File: src/rtl/core/tsq_pkg.sv
// Package: shared constants and control/status types for the touch sample qualifier.
`default_nettype none
package tsq_pkg;
    localparam int ADC_BITS = 12;
    localparam int CFG_W    = 16;
    localparam int PROD_W   = 32;
    localparam int P_W      = PROD_W - ADC_BITS;
    localparam int CNT_W    = $clog2(PROD_W);
    localparam int IDX_W    = 2;
    localparam int ROUND_ADD = (1 << (ADC_BITS - 1)) - 1;
    localparam int ADC_MAX   = (1 << ADC_BITS) - 1;

    typedef enum logic [IDX_W-1:0] {
        CFG_PLATE_OHMS   = 2'd0,
        CFG_MAX_PRESSURE = 2'd1,
        CFG_SENSE        = 2'd2
    } t_cfg_idx;

    localparam logic EV_TOUCH   = 1'b0;
    localparam logic EV_RELEASE = 1'b1;

    typedef struct packed {
        logic load;
        logic mul1;
        logic mul2;
        logic div_step;
        logic round;
        logic out_load;
        logic out_kind;
    } t_dp_cmd;

    typedef struct packed {
        logic down_before;
        logic down_after;
        logic sense;
        logic p_zero;
        logic p_le_max;
    } t_dp_stat;
endpackage
`default_nettype wire

File: src/rtl/core/tsq_in_if.sv
// Interface: input channel carrying one measurement round per item.
`default_nettype none
interface tsq_in_if;
    import tsq_pkg::*;
    logic                valid;
    logic                ready;
    logic [ADC_BITS-1:0] raw_x;
    logic [ADC_BITS-1:0] raw_y;
    logic [ADC_BITS-1:0] raw_z1;
    logic [ADC_BITS-1:0] raw_z2;
    logic                pen_before;
    logic                pen_after;

    modport source (output valid, raw_x, raw_y, raw_z1, raw_z2, pen_before, pen_after,
                    input ready);
    modport sink (input valid, raw_x, raw_y, raw_z1, raw_z2, pen_before, pen_after,
                  output ready);
endinterface
`default_nettype wire

File: src/rtl/core/tsq_out_if.sv
// Interface: output channel carrying one touch or release event per item.
`default_nettype none
interface tsq_out_if;
    import tsq_pkg::*;
    logic                valid;
    logic                ready;
    logic                event_kind;
    logic [ADC_BITS-1:0] pos_x;
    logic [ADC_BITS-1:0] pos_y;
    logic [CFG_W-1:0]    pressure;

    modport source (output valid, event_kind, pos_x, pos_y, pressure, input ready);
    modport sink (input valid, event_kind, pos_x, pos_y, pressure, output ready);
endinterface
`default_nettype wire

File: src/rtl/core/tsq_datapath.sv
// Datapath: config registers, pressure multiplies, serial divider and event register.
`default_nettype none
module tsq_datapath (
    input  wire logic                         i_clk,
    input  wire logic                         i_rst_n,
    input  wire logic                         i_cfg_we,
    input  wire logic [tsq_pkg::IDX_W-1:0]    i_cfg_idx,
    input  wire logic [tsq_pkg::CFG_W-1:0]    i_cfg_data,
    input  wire logic [tsq_pkg::ADC_BITS-1:0] i_raw_x,
    input  wire logic [tsq_pkg::ADC_BITS-1:0] i_raw_y,
    input  wire logic [tsq_pkg::ADC_BITS-1:0] i_raw_z1,
    input  wire logic [tsq_pkg::ADC_BITS-1:0] i_raw_z2,
    input  wire logic                         i_pen_before,
    input  wire logic                         i_pen_after,
    input  wire tsq_pkg::t_dp_cmd             i_cmd,
    output tsq_pkg::t_dp_stat                 o_stat,
    output logic                              o_event_kind,
    output logic [tsq_pkg::ADC_BITS-1:0]      o_pos_x,
    output logic [tsq_pkg::ADC_BITS-1:0]      o_pos_y,
    output logic [tsq_pkg::CFG_W-1:0]         o_pressure
);
    import tsq_pkg::*;

    logic [CFG_W-1:0]    r_plate_ohms;
    logic [CFG_W-1:0]    r_max_pressure;
    logic                r_sense;

    logic [ADC_BITS-1:0] r_x;
    logic [ADC_BITS-1:0] r_y;
    logic [ADC_BITS-1:0] r_z1;
    logic                r_down_after;
    logic                r_force_zero;
    logic [PROD_W-1:0]   r_prod;
    logic [PROD_W-1:0]   r_quo;
    logic [ADC_BITS-1:0] r_rem;
    logic [P_W-1:0]      r_p;

    logic [ADC_BITS-1:0]        n_x;
    logic [PROD_W-1:0]          n_diff;
    logic [PROD_W+ADC_BITS-1:0] n_mul1;
    logic [PROD_W+CFG_W-1:0]    n_mul2;
    logic [ADC_BITS:0]          n_trial;
    logic                       n_qbit;
    logic [PROD_W-1:0]          n_sum;

    always_ff @(posedge i_clk) begin
        if (!i_rst_n) begin
            r_plate_ohms   <= CFG_W'(1);
            r_max_pressure <= CFG_W'(ADC_MAX);
            r_sense        <= 1'b1;
        end else if (i_cfg_we) begin
            case (i_cfg_idx)
                CFG_PLATE_OHMS:   r_plate_ohms   <= i_cfg_data;
                CFG_MAX_PRESSURE: r_max_pressure <= i_cfg_data;
                CFG_SENSE:        r_sense        <= i_cfg_data[0];
                default: ;
            endcase
        end
    end

    always_comb begin
        n_x     = (i_raw_x == ADC_BITS'(ADC_MAX)) ? '0 : i_raw_x;
        n_diff  = PROD_W'(i_raw_z2) - PROD_W'(i_raw_z1);
        n_mul1  = r_prod * r_x;
        n_mul2  = r_prod * r_plate_ohms;
        n_trial = {r_rem, r_quo[PROD_W-1]};
        n_qbit  = n_trial >= {1'b0, r_z1};
        n_sum   = r_quo + PROD_W'(ROUND_ADD);
    end

    always_ff @(posedge i_clk) begin
        if (i_cmd.load) begin
            r_x          <= n_x;
            r_y          <= i_raw_y;
            r_z1         <= i_raw_z1;
            r_down_after <= r_sense ? i_pen_after : 1'b1;
            r_force_zero <= (n_x == '0) || (i_raw_z1 == '0);
            r_prod       <= n_diff;
        end
        if (i_cmd.mul1) begin
            r_prod <= n_mul1[PROD_W-1:0];
        end
        if (i_cmd.mul2) begin
            r_quo <= n_mul2[PROD_W-1:0];
            r_rem <= '0;
        end
        if (i_cmd.div_step) begin
            r_rem <= n_qbit ? ADC_BITS'(n_trial - {1'b0, r_z1}) : n_trial[ADC_BITS-1:0];
            r_quo <= {r_quo[PROD_W-2:0], n_qbit};
        end
        if (i_cmd.round) begin
            r_p <= r_force_zero ? '0 : n_sum[PROD_W-1:ADC_BITS];
        end
        if (i_cmd.out_load) begin
            o_event_kind <= i_cmd.out_kind;
            o_pos_x      <= (i_cmd.out_kind == EV_RELEASE) ? '0 : r_x;
            o_pos_y      <= (i_cmd.out_kind == EV_RELEASE) ? '0 : r_y;
            o_pressure   <= (i_cmd.out_kind == EV_RELEASE) ? '0 : r_p[CFG_W-1:0];
        end
    end

    always_comb begin
        o_stat.down_before = r_sense ? i_pen_before : 1'b1;
        o_stat.down_after  = r_down_after;
        o_stat.sense       = r_sense;
        o_stat.p_zero      = (r_p == '0);
        o_stat.p_le_max    = PROD_W'(r_p) <= PROD_W'(r_max_pressure);
    end
endmodule
`default_nettype wire

File: src/rtl/core/tsq_ctrl.sv
// Controller: sequences one round through the datapath and owns the session flag.
`default_nettype none
module tsq_ctrl (
    input  wire logic              i_clk,
    input  wire logic              i_rst_n,
    input  wire logic              i_in_valid,
    output logic                   o_in_ready,
    input  wire logic              i_out_ready,
    output logic                   o_out_valid,
    input  wire tsq_pkg::t_dp_stat i_stat,
    output tsq_pkg::t_dp_cmd       o_cmd
);
    import tsq_pkg::*;

    typedef enum logic [2:0] {
        S_IDLE,
        S_MUL1,
        S_MUL2,
        S_DIV,
        S_ROUND,
        S_DONE
    } t_state;

    t_state           r_state;
    logic [CNT_W-1:0] r_cnt;
    logic             r_session;
    logic             r_skip;
    logic             r_skip_emit;
    logic             r_out_valid;

    logic n_accept;
    logic n_go;
    logic n_rel;
    logic n_has;

    always_comb begin
        n_accept = (r_state == S_IDLE) && i_in_valid;
        n_go     = (r_state == S_DONE) && (!r_out_valid || i_out_ready);
        n_rel    = r_skip || (i_stat.p_zero && !i_stat.sense) || !i_stat.down_after;
        n_has    = r_skip ? r_skip_emit : (n_rel || i_stat.p_le_max);

        o_cmd.load     = n_accept;
        o_cmd.mul1     = (r_state == S_MUL1);
        o_cmd.mul2     = (r_state == S_MUL2);
        o_cmd.div_step = (r_state == S_DIV);
        o_cmd.round    = (r_state == S_ROUND);
        o_cmd.out_load = n_go && n_has;
        o_cmd.out_kind = n_rel ? EV_RELEASE : EV_TOUCH;
    end

    assign o_in_ready  = (r_state == S_IDLE);
    assign o_out_valid = r_out_valid;

    always_ff @(posedge i_clk) begin
        if (!i_rst_n) begin
            r_state     <= S_IDLE;
            r_cnt       <= '0;
            r_session   <= 1'b0;
            r_skip      <= 1'b0;
            r_skip_emit <= 1'b0;
            r_out_valid <= 1'b0;
        end else begin
            if (r_out_valid && i_out_ready) begin
                r_out_valid <= 1'b0;
            end
            case (r_state)
                S_IDLE: begin
                    if (n_accept) begin
                        if (!i_stat.down_before) begin
                            r_skip      <= 1'b1;
                            r_skip_emit <= r_session;
                            r_session   <= 1'b0;
                            r_state     <= S_DONE;
                        end else begin
                            r_skip    <= 1'b0;
                            r_session <= 1'b1;
                            r_state   <= S_MUL1;
                        end
                    end
                end
                S_MUL1: begin
                    r_state <= S_MUL2;
                end
                S_MUL2: begin
                    r_cnt   <= CNT_W'(PROD_W - 1);
                    r_state <= S_DIV;
                end
                S_DIV: begin
                    r_cnt <= r_cnt - 1'b1;
                    if (r_cnt == '0) begin
                        r_state <= S_ROUND;
                    end
                end
                S_ROUND: begin
                    r_state <= S_DONE;
                end
                S_DONE: begin
                    if (n_go) begin
                        if (n_has) begin
                            r_out_valid <= 1'b1;
                            if (n_rel) begin
                                r_session <= 1'b0;
                            end
                        end
                        r_state <= S_IDLE;
                    end
                end
                default: begin
                    r_state <= S_IDLE;
                end
            endcase
        end
    end

    a_valid_from_done: assert property (@(posedge i_clk) disable iff (!i_rst_n)
        $rose(r_out_valid) |-> $past(r_state == S_DONE))
        else $error("event raised outside of done state");

    a_pen_up_skips: assert property (@(posedge i_clk) disable iff (!i_rst_n)
        (n_accept && !i_stat.down_before) |=> (r_state == S_DONE && !r_session))
        else $error("pen-up round did not close the session");

    a_release_ends_session: assert property (@(posedge i_clk) disable iff (!i_rst_n)
        (o_cmd.out_load && o_cmd.out_kind == EV_RELEASE) |=> !r_session)
        else $error("session still active after release");

    a_div_length: assert property (@(posedge i_clk) disable iff (!i_rst_n)
        (r_state == S_MUL2) |=> (r_state == S_DIV && r_cnt == CNT_W'(PROD_W - 1)))
        else $error("divider not started with full count");
endmodule
`default_nettype wire

File: src/rtl/core/touch_sample_qualifier.sv
// Top level: touch sample qualifier built from controller and datapath.
// Each accepted round is worked in order: the multiplications in MUL1 and MUL2,
// the restoring divider that yields one quotient bit per cycle for all 32 quotient
// bits, a rounding step and a decision step that waits for the output register to
// be free; the next round is accepted only once the controller is back in idle.
// A pen-up round skips the arithmetic and goes straight to the decision step.
// The event sits in an output register while the next round is worked on.
`default_nettype none
module touch_sample_qualifier (
    input  wire logic                      i_clk,
    input  wire logic                      i_rst_n,
    input  wire logic                      i_cfg_we,
    input  wire logic [tsq_pkg::IDX_W-1:0] i_cfg_idx,
    input  wire logic [tsq_pkg::CFG_W-1:0] i_cfg_data,
    tsq_in_if.sink                         i_in_chan,
    tsq_out_if.source                      o_out_chan
);
    import tsq_pkg::*;

    t_dp_cmd  w_cmd;
    t_dp_stat w_stat;

    tsq_ctrl u_ctrl (
        .i_clk       (i_clk),
        .i_rst_n     (i_rst_n),
        .i_in_valid  (i_in_chan.valid),
        .o_in_ready  (i_in_chan.ready),
        .i_out_ready (o_out_chan.ready),
        .o_out_valid (o_out_chan.valid),
        .i_stat      (w_stat),
        .o_cmd       (w_cmd)
    );

    tsq_datapath u_datapath (
        .i_clk        (i_clk),
        .i_rst_n      (i_rst_n),
        .i_cfg_we     (i_cfg_we),
        .i_cfg_idx    (i_cfg_idx),
        .i_cfg_data   (i_cfg_data),
        .i_raw_x      (i_in_chan.raw_x),
        .i_raw_y      (i_in_chan.raw_y),
        .i_raw_z1     (i_in_chan.raw_z1),
        .i_raw_z2     (i_in_chan.raw_z2),
        .i_pen_before (i_in_chan.pen_before),
        .i_pen_after  (i_in_chan.pen_after),
        .i_cmd        (w_cmd),
        .o_stat       (w_stat),
        .o_event_kind (o_out_chan.event_kind),
        .o_pos_x      (o_out_chan.pos_x),
        .o_pos_y      (o_out_chan.pos_y),
        .o_pressure   (o_out_chan.pressure)
    );
endmodule
`default_nettype wire
File: src/flat_wrapper.sv
// flat-port wrapper written by rule: the top's interface ports become plain ports
module touch_sample_qualifier_flat import tsq_pkg::*;
  (i_clk, i_rst_n, i_cfg_we, i_cfg_idx, i_cfg_data, i_in_chan_valid, i_in_chan_raw_x, i_in_chan_raw_y, i_in_chan_raw_z1, i_in_chan_raw_z2, i_in_chan_pen_before, i_in_chan_pen_after, i_in_chan_ready, o_out_chan_valid, o_out_chan_event_kind, o_out_chan_pos_x, o_out_chan_pos_y, o_out_chan_pressure, o_out_chan_ready);
  tsq_in_if i_in_chan_i ();
  tsq_out_if o_out_chan_i ();
  input  wire logic i_clk;
  input  wire logic i_rst_n;
  input  wire logic i_cfg_we;
  input  wire logic [tsq_pkg::IDX_W-1:0] i_cfg_idx;
  input  wire logic [tsq_pkg::CFG_W-1:0] i_cfg_data;
  input wire logic [$bits(i_in_chan_i.valid)-1:0] i_in_chan_valid;
  input wire logic [$bits(i_in_chan_i.raw_x)-1:0] i_in_chan_raw_x;
  input wire logic [$bits(i_in_chan_i.raw_y)-1:0] i_in_chan_raw_y;
  input wire logic [$bits(i_in_chan_i.raw_z1)-1:0] i_in_chan_raw_z1;
  input wire logic [$bits(i_in_chan_i.raw_z2)-1:0] i_in_chan_raw_z2;
  input wire logic [$bits(i_in_chan_i.pen_before)-1:0] i_in_chan_pen_before;
  input wire logic [$bits(i_in_chan_i.pen_after)-1:0] i_in_chan_pen_after;
  output wire logic [$bits(i_in_chan_i.ready)-1:0] i_in_chan_ready;
  output wire logic [$bits(o_out_chan_i.valid)-1:0] o_out_chan_valid;
  output wire logic [$bits(o_out_chan_i.event_kind)-1:0] o_out_chan_event_kind;
  output wire logic [$bits(o_out_chan_i.pos_x)-1:0] o_out_chan_pos_x;
  output wire logic [$bits(o_out_chan_i.pos_y)-1:0] o_out_chan_pos_y;
  output wire logic [$bits(o_out_chan_i.pressure)-1:0] o_out_chan_pressure;
  input wire logic [$bits(o_out_chan_i.ready)-1:0] o_out_chan_ready;
  assign i_in_chan_i.valid = i_in_chan_valid;
  assign i_in_chan_i.raw_x = i_in_chan_raw_x;
  assign i_in_chan_i.raw_y = i_in_chan_raw_y;
  assign i_in_chan_i.raw_z1 = i_in_chan_raw_z1;
  assign i_in_chan_i.raw_z2 = i_in_chan_raw_z2;
  assign i_in_chan_i.pen_before = i_in_chan_pen_before;
  assign i_in_chan_i.pen_after = i_in_chan_pen_after;
  assign i_in_chan_ready = i_in_chan_i.ready;
  assign o_out_chan_valid = o_out_chan_i.valid;
  assign o_out_chan_event_kind = o_out_chan_i.event_kind;
  assign o_out_chan_pos_x = o_out_chan_i.pos_x;
  assign o_out_chan_pos_y = o_out_chan_i.pos_y;
  assign o_out_chan_pressure = o_out_chan_i.pressure;
  assign o_out_chan_i.ready = o_out_chan_ready;
  touch_sample_qualifier u_core (.i_clk(i_clk), .i_rst_n(i_rst_n), .i_cfg_we(i_cfg_we), .i_cfg_idx(i_cfg_idx), .i_cfg_data(i_cfg_data), .i_in_chan(i_in_chan_i), .o_out_chan(o_out_chan_i));
endmodule
File: config.mk
export PLATFORM = sky130hd
export DESIGN_NAME = touch_sample_qualifier_flat
export DESIGN_NICKNAME = d
export VERILOG_FILES = /design/src/rtl/core/tsq_pkg.sv /design/src/rtl/core/tsq_in_if.sv /design/src/rtl/core/tsq_out_if.sv /design/src/rtl/core/tsq_datapath.sv /design/src/rtl/core/tsq_ctrl.sv /design/src/rtl/core/touch_sample_qualifier.sv /design/src/flat_wrapper.sv
export SDC_FILE = /design/constraint.sdc
export NUM_CORES = 2
export LEC_CHECK = 0
export BUFFER_PORTS_ARGS = -buffer_cell sky130_fd_sc_hd__buf_2
export CELL_PAD_IN_SITES_DETAIL_PLACEMENT = 0
export CELL_PAD_IN_SITES_GLOBAL_PLACEMENT = 1
export CORE_UTILIZATION = 46
export DETAILED_ROUTE_END_ITERATION = 8
export GPL_TIMING_DRIVEN = 1
export PLACE_DENSITY_LB_ADDON = 0.05
export SLEW_MARGIN = 20
export SYNTH_ARGS = -nofsm -noshare
export SYNTH_HDL_FRONTEND = slang
export SYNTH_HIERARCHICAL = 1
export SYNTH_SLANG_ARGS = --single-unit
File: constraint.sdc
create_clock -name i_clk -period 6.4 [get_ports i_clk]
set_input_delay 0.32 -clock i_clk [delete_from_list [all_inputs] [get_ports i_clk]]
set_output_delay 0.32 -clock i_clk [all_outputs]
set_load 0.005 [all_outputs]
* After elaboration in Yosys (flattened, before gate mapping)
Index checks and enable logic that the tools add are counted.
Storage, ports and cells: flip-flop bits (word level) 220, latch bits 0, RAM bits 0, memory bits (read-only) 0, bits of input ports 73, output and inout bits 43, logic and storage cells 101, memories 0
Cells by class: add/subtract/negate cells 4, multiply operators 2, divide/modulo/power cells 0, order comparisons 2, eq/ne operators 13, shift-type cells 0, muxes and demuxes 28, bitwise gates (word level) 1, reduce and logical (&&, ||, !) cells 29
Operators with widths (count):
- $mux 32 | 4
- $mux 12 | 4
- $add 32x11->32 const B | 1
- $mul 32x12->32 | 1
- $mul 32x16->32 | 1
- $logic_not 12->1 | 2
- $le 20x16->1 | 1
- $logic_not 20->1 | 1
- $pmux 3 s6 | 1
- $ge 13x12->1 | 1
- $mux 1 | 13
- $sub 12x12->13 | 1
- $eq 12x12->1 const B | 1
- $mux 3 | 4
- $sub 12x12->12 | 1
- $pmux 5 s2 | 1
- $reduce_and 2->1 | 4
- $eq 3x2->1 const B | 2
- $eq 3x3->1 const B | 2
- $ne 2x2->1 const B | 3
- $reduce_and 3->1 | 2
- $reduce_bool 2->1 | 3
- $logic_and 1x1->1 | 5
- $logic_not 5->1 | 1
- 12 further kinds | 19

* Logic depth before layout (Yosys ltp)
depth in word-level cells 9, mapped depth 25

* Cells and area by module
Netlist, hierarchy kept.
Modules (own cells, without submodules):
- tsq_datapath | instances 1, cells an instance 3255, area an instance 30195.2 um^2, seq. area each 5915.7 um^2
- tsq_ctrl | instances 1, cells an instance 79, area an instance 645.6 um^2, seq. area each 240.2 um^2

* Worst setup path before layout
No wires, ideal clock.
kind reg2reg, start register u_core.u_datapath.r_prod[12], end register u_core.u_datapath.r_quo[31], data pin, library setup time 0.264 ns, arrival 6.010 ns, data required time 6.136 ns, path slack 0.126 ns, stages on the path, launching flop included 24, clock period less this slack 6.274 ns, path through edfxtp_1 > clkbuf_1 > clkbuf_1 > nand2_1 > fa_1 > inv_1 > fa_1 > fa_1 > fa_1 > fa_1 > inv_1 > fa_1 > inv_1 > ha_1 > buf_6 > and3_1 > a221oi_1 > o21ai_0 > a21oi_2 > o32ai_1 > or4_4 > a31oi_4 > xnor2_1 > o21ai_1
Between the ends: word-level cells in the longest chain between the ends 3
Ends and longest elaborated chain:
- from (decl) | line tsq_datapath.sv:33 | logic [PROD_W-1:0] r_prod;
- from (signal assigned) | line tsq_datapath.sv:78 | r_prod <= n_diff;
- from (signal assigned) | line tsq_datapath.sv:81 | r_prod <= n_mul1[PROD_W-1:0];
- $mul 32x16->32 | line tsq_datapath.sv:65 | n_mul2 = r_prod * r_plate_ohms;
- $mux 32 | line tsq_datapath.sv:83 | if (i_cmd.mul2) begin
- $mux 32 | line tsq_datapath.sv:87 | if (i_cmd.div_step) begin
- to (signal assigned) | line tsq_datapath.sv:84 | r_quo <= n_mul2[PROD_W-1:0];
- to (signal assigned) | line tsq_datapath.sv:89 | r_quo <= {r_quo[PROD_W-2:0], n_qbit};
- to (decl) | line tsq_datapath.sv:34 | logic [PROD_W-1:0] r_quo;
No other way between the ends. The select of a mux whose other input is x is not followed. A chain may end at the register's enable or synchronous reset.

* Final worst setup path
start register u_core.u_datapath.r_prod[12], end register u_core.u_datapath.r_quo[30], data pin
The elaborated chain is that of the path after synthesis.

==> impl_table.tex <==
\begin{tabular}{lr}
\hline
Metric & Value \\
\hline
\multicolumn{2}{l}{\textbf{Clocking}} \\
\quad Clock transition at the register clock pins on the worst setup and hold paths after CTS & approximately 0.07 ns \\
\quad Number of buffers inserted during clock tree synthesis & 28 \\
\quad CTS sink cnt & 220 \\
\quad H-tree depth & 1 \\
\quad Clock network latency to the later pin of the worst-skew pair & 0.58 ns \\
\quad CTS tree & done \\
\quad Cell at the root of the clock tree & sky130\_fd\_sc\_hd\_\_clkbuf\_16 \\
\quad Maximum clock path buffer count & 3 \\
\multicolumn{2}{l}{\textbf{Global route}} \\
\quad Antenna violations before repair & 1 \\
\quad Pin count of the biggest net entering global routing & a little under 90 \\
\quad Global-route usage over all layers & approximately a quarter \\
\quad Vias in the first global route & 23896 \\
\quad Overflow left after global routing & 0 \\
\quad Global-route wire length before repair & 132 mm \\
\multicolumn{2}{l}{\textbf{Synthesis}} \\
\quad Flip-flop and latch count after synthesis & 220 \\
\quad Async set or reset register ratio after synthesis & 0\% \\
\quad Sequential-to-total area share from yosys stat & approximately a fifth \\
\quad Synth unique cells & 68 \\
\quad Number of enable flip-flop cells after synthesis & 175 \\
\quad Number of warnings issued by yosys & 6 \\
\quad Number of instances in the synthesized netlist & 3334 \\
\quad Average cell area after synthesis & 9.25 um2 \\
\quad Net count after synthesis & approximately 4100 \\
\quad Most used flip-flop cell after synthesis & sky130\_fd\_sc\_hd\_\_edfxtp\_1 \\
\quad Cell Area, Synth & 0.0308 mm2 \\
\multicolumn{2}{l}{\textbf{Timing}} \\
\quad Final Slew Violations & 0 \\
\quad Transition at the pin with the smallest max-transition slack & around 1.1 ns \\
\quad Worst Clk Skew & 0.0245 ns \\
\quad Unrepaired setup endpoints after global routing & true \\
\quad Post-route clock period utilization & a little over nine tenths \\
\quad Remaining max-slew budget at the tightest pin & 29.0\% \\
\quad Max Clk Rate & about 160 MHz \\
\quad Final number of hold-violating endpoints & 0 \\
\quad Fin crit period & 6.22 ns \\
\quad Final setup violation count & 0 \\
\multicolumn{2}{l}{\textbf{Worst setup path}} \\
\quad Buf+Inv Stages, Crit Path & 5 \\
\quad Maximum fanout along the worst path & 6 \\
\quad Slowest stage cell, crit path & sky130\_fd\_sc\_hd\_\_fa\_1 \\
\quad Worst R2R Setup Slack & roughly 0.18 ns \\
\quad Dominant cell type by count on the critical path & sky130\_fd\_sc\_hd\_\_fa\_1 \\
\quad Kind of cell adding the most delay to the critical path & adder cells \\
\quad Worst R2R Path Depth & 22 \\
\quad Critical setup path kind & reg2reg \\
\quad Reg-to-reg critical path startpoint & u\_core/u\_datapath/r\_prod[12] \\
\quad Levels on crit path & 22 \\
\quad Endpoint kind of the worst setup timing path & flop \\
\quad Required time worst endpoint & 6.72 ns \\
\quad Worst R2R End & u\_core/u\_datapath/r\_quo[30] \\
\quad Largest stage delay on the critical path & 0.57 ns \\
\quad Startpoint kind of the worst setup timing path & flop \\
\quad Arrival time worst endpoint & 6.55 ns \\
\quad Cells along the critical path & buf\_4, nand2\_1, fa\_1, inv\_1, fa\_1, fa\_1, fa\_1, fa\_1, inv\_1, fa\_1, inv\_1, ha\_1, buf\_4, o21a\_1, o21a\_1, o21a\_1, o31ai\_2, a211oi\_2, or3\_4, a31oi\_4, nor4b\_1, a211o\_1 \\
\multicolumn{2}{l}{\textbf{Placed design}} \\
\quad Port-buffer cells & roughly 120 \\
\quad Weighted congestion at the end of routability-driven global placement & 0.941 \\
\quad Total half-perimeter wirelength after legalization and detailed placement & 65.8 mm \\
\quad Instance area at placement & 0.0330 mm2 \\
\multicolumn{2}{l}{\textbf{Worst hold path}} \\
\quad Worst Hold Path EP & u\_core/u\_datapath/r\_z1[1] \\
\quad Classification of the worst-slack hold path & in2reg \\
\quad Number of instances on the worst hold path & 1 \\
\quad Origin of the worst min-delay path & i\_in\_chan\_raw\_z1[1] \\
\multicolumn{2}{l}{\textbf{Finish}} \\
\quad Area added between synthesis and finish & 11.7\% \\
\quad Final instance area & between 0.03 and 0.04 mm2 \\
\quad Fin util & 52.1\% \\
\quad Most common cell after layout, fill and taps aside & sky130\_fd\_sc\_hd\_\_inv\_1 \\
\quad Most frequent cells in the layout & 648 x sky130\_fd\_sc\_hd\_\_inv\_1, 601 x sky130\_fd\_sc\_hd\_\_nand2\_1, 544 x sky130\_fd\_sc\_hd\_\_fa\_1 \\
\quad Final layout net count & approximately 4200 \\
\quad Fraction of final layout cells with drive strength greater than 1 & 10.4\% \\
\multicolumn{2}{l}{\textbf{Floorplanning}} \\
\quad X dimension of the die & 261 um \\
\quad Die Outline Area & 0.0681 mm2 \\
\quad Die height & 261 um \\
\quad Effective utilization at floorplan & 46.7\% \\
\quad Std-Cell Rows & 94 \\
\quad Placeable core region & 0.0661 mm2 \\
\quad Count of pins on the block boundary & 116 \\
\multicolumn{2}{l}{\textbf{Route}} \\
\quad Total length of routed wires & 81.5 mm \\
\quad Avg WL per Cell & 18.7 um \\
\quad Pre-antenna DRT Iters & 7 \\
\quad Avg Vias per Cell & $\sim$5.1 \\
\quad Vias after detailed routing & 22153 \\
\quad Number of DRC markers after the initial detailed-route iteration & 1323 \\
\quad Final routed DRC violation total & 18 \\
\quad Number of routed nets with antenna violations & 0 \\
\multicolumn{2}{l}{\textbf{Run}} \\
\quad Reported max-cap violation count & 0 \\
\multicolumn{2}{l}{\textbf{Outcome}} \\
\quad Run status & finished, violations left \\
\quad Violations in the final reports & DRC \\
\hline
\end{tabular}
## registers in the layout, indices dropped and copies added (netlist names), 5 cells and up
signal                            flops
u_core/u_datapath/r_prod             32
u_core/u_datapath/r_quo              32
u_core/u_datapath/r_p                20
u_core/u_datapath/o_pressure         16
u_core/u_datapath/r_max_pressure     16
u_core/u_datapath/r_plate_ohms       16
u_core/u_datapath/o_pos_x            12
u_core/u_datapath/o_pos_y            12
u_core/u_datapath/r_rem              12
u_core/u_datapath/r_x                12
u_core/u_datapath/r_y                12
u_core/u_datapath/r_z1               12
u_core/u_ctrl/r_cnt                   5
## cell type report
cell class	instances	area, um2
Fill cell	6191	31600
Sequential cell	220	6160
Clock inverter	15	161
Tap cell	864	1080
Timing Repair Buffer	287	2150
Multi-Input combinational cell	2283	21700
Clock buffer	37	776
Inverter	649	2440
Antenna cell	2	5.00
## logic make-up (layout without fill, tap and decap cells)
kind of cell	Yosys count	after routing	share of synthesized area, %
AOI/OAI and AO/OA	318	318	6.73
buffers and inverters	831	988	10.2
muxes	10	10	0.369
adders and majority gates	700	700	41.7
other	0	2	0
and+or+nand+nor	1130	1130	17.5
DFF	220	220	20.0
xor gates and xnor gates	125	125	3.55
## worst max-delay path by stage
stage	from	to
floorplan	u_core/u_datapath/r_prod[12]	u_core/u_datapath/r_quo[31]
global placement	u_core/u_datapath/r_prod[3]	u_core/u_datapath/r_quo[31]
detailed placement	u_core/u_datapath/r_prod[3]	u_core/u_datapath/r_quo[30]
CTS	u_core/u_datapath/r_prod[3]	u_core/u_datapath/r_quo[30]
global route	u_core/u_datapath/r_prod[14]	u_core/u_datapath/r_quo[30]
finish	u_core/u_datapath/r_prod[12]	u_core/u_datapath/r_quo[30]
## metal layers
| metal | track usage, % | vias up | wire [um] |
|---|---|---|---|
| li1 | - | 10422 | - |
| met5 | 0 | - | 0 |
| met2 | 41.9 | 428 | 38600 |
| met3 | 2.25 | 82 | 3160 |
| met4 | 4.71 | 0 | 1510 |
| met1 | 35.4 | 11221 | 38200 |
## per-stage QoR
step / setup WS [ns] / hold WS [ns] / setup TNS, ns / cells
2_1_floorplan: 0.126 / 0.419 / 0 / 3334
3_3_place_gp: 0.0897 / 0.439 / 0 / 4267
3_5_place_dp: 0.0405 / 0.463 / 0 / 4267
4_1_cts: 0.0198 / 0.00222 / 0 / 4342
5_1_grt: -0.0820 / 0.0158 / -0.163 / 4355
6_report: 0.177 / 0.0286 / 0 / 4357
## synthesized netlist by cell type, drive strengths merged, types with 3 or more instances
library cell / instances / area, um2
a211o: 7 / 61.3
a211oi: 18 / 140
a21boi: 25 / 188
a21o: 43 / 323
a21oi: 70 / 354
a31o: 3 / 26.3
a31oi: 8 / 65.1
and2: 255 / 1600
and3: 9 / 56.3
and4: 4 / 35.0
buf: 11 / 75.1
clkbuf: 171 / 642
dfxtp: 45 / 901
edfxtp: 175 / 5260
fa: 545 / 10900
ha: 155 / 1940
inv: 649 / 2440
mux2: 8 / 93.8
nand2: 601 / 2260
nand2b: 17 / 106
nand3: 34 / 170
nand3b: 4 / 30.0
nand4: 15 / 93.8
nor2: 65 / 244
nor2b: 66 / 413
nor3: 19 / 95.1
nor3b: 6 / 45.0
nor4: 14 / 93.8
o211a: 4 / 40.0
o211ai: 13 / 97.6
o21a: 11 / 82.6
o21ai: 79 / 395
o21bai: 10 / 75.1
o31ai: 13 / 103
or2: 6 / 37.5
or3: 3 / 18.8
or4: 5 / 41.3
xnor2: 84 / 736
xor2: 41 / 359
## what timing repair did
| action | CTS | global route |
|---|---|---|
| buffers inserted | 0 | 11 |
| endpoints found under the hold margin | 23 | 0 |
| endpoints found under the setup margin | 0 | 9 |
| resized for setup | 0 | 30 |
| hold buffers | 23 | 0 |
Power is left out: the tool's default activity adds up to more than one toggle a clock period on the data nets, which glitch-free logic cannot reach.
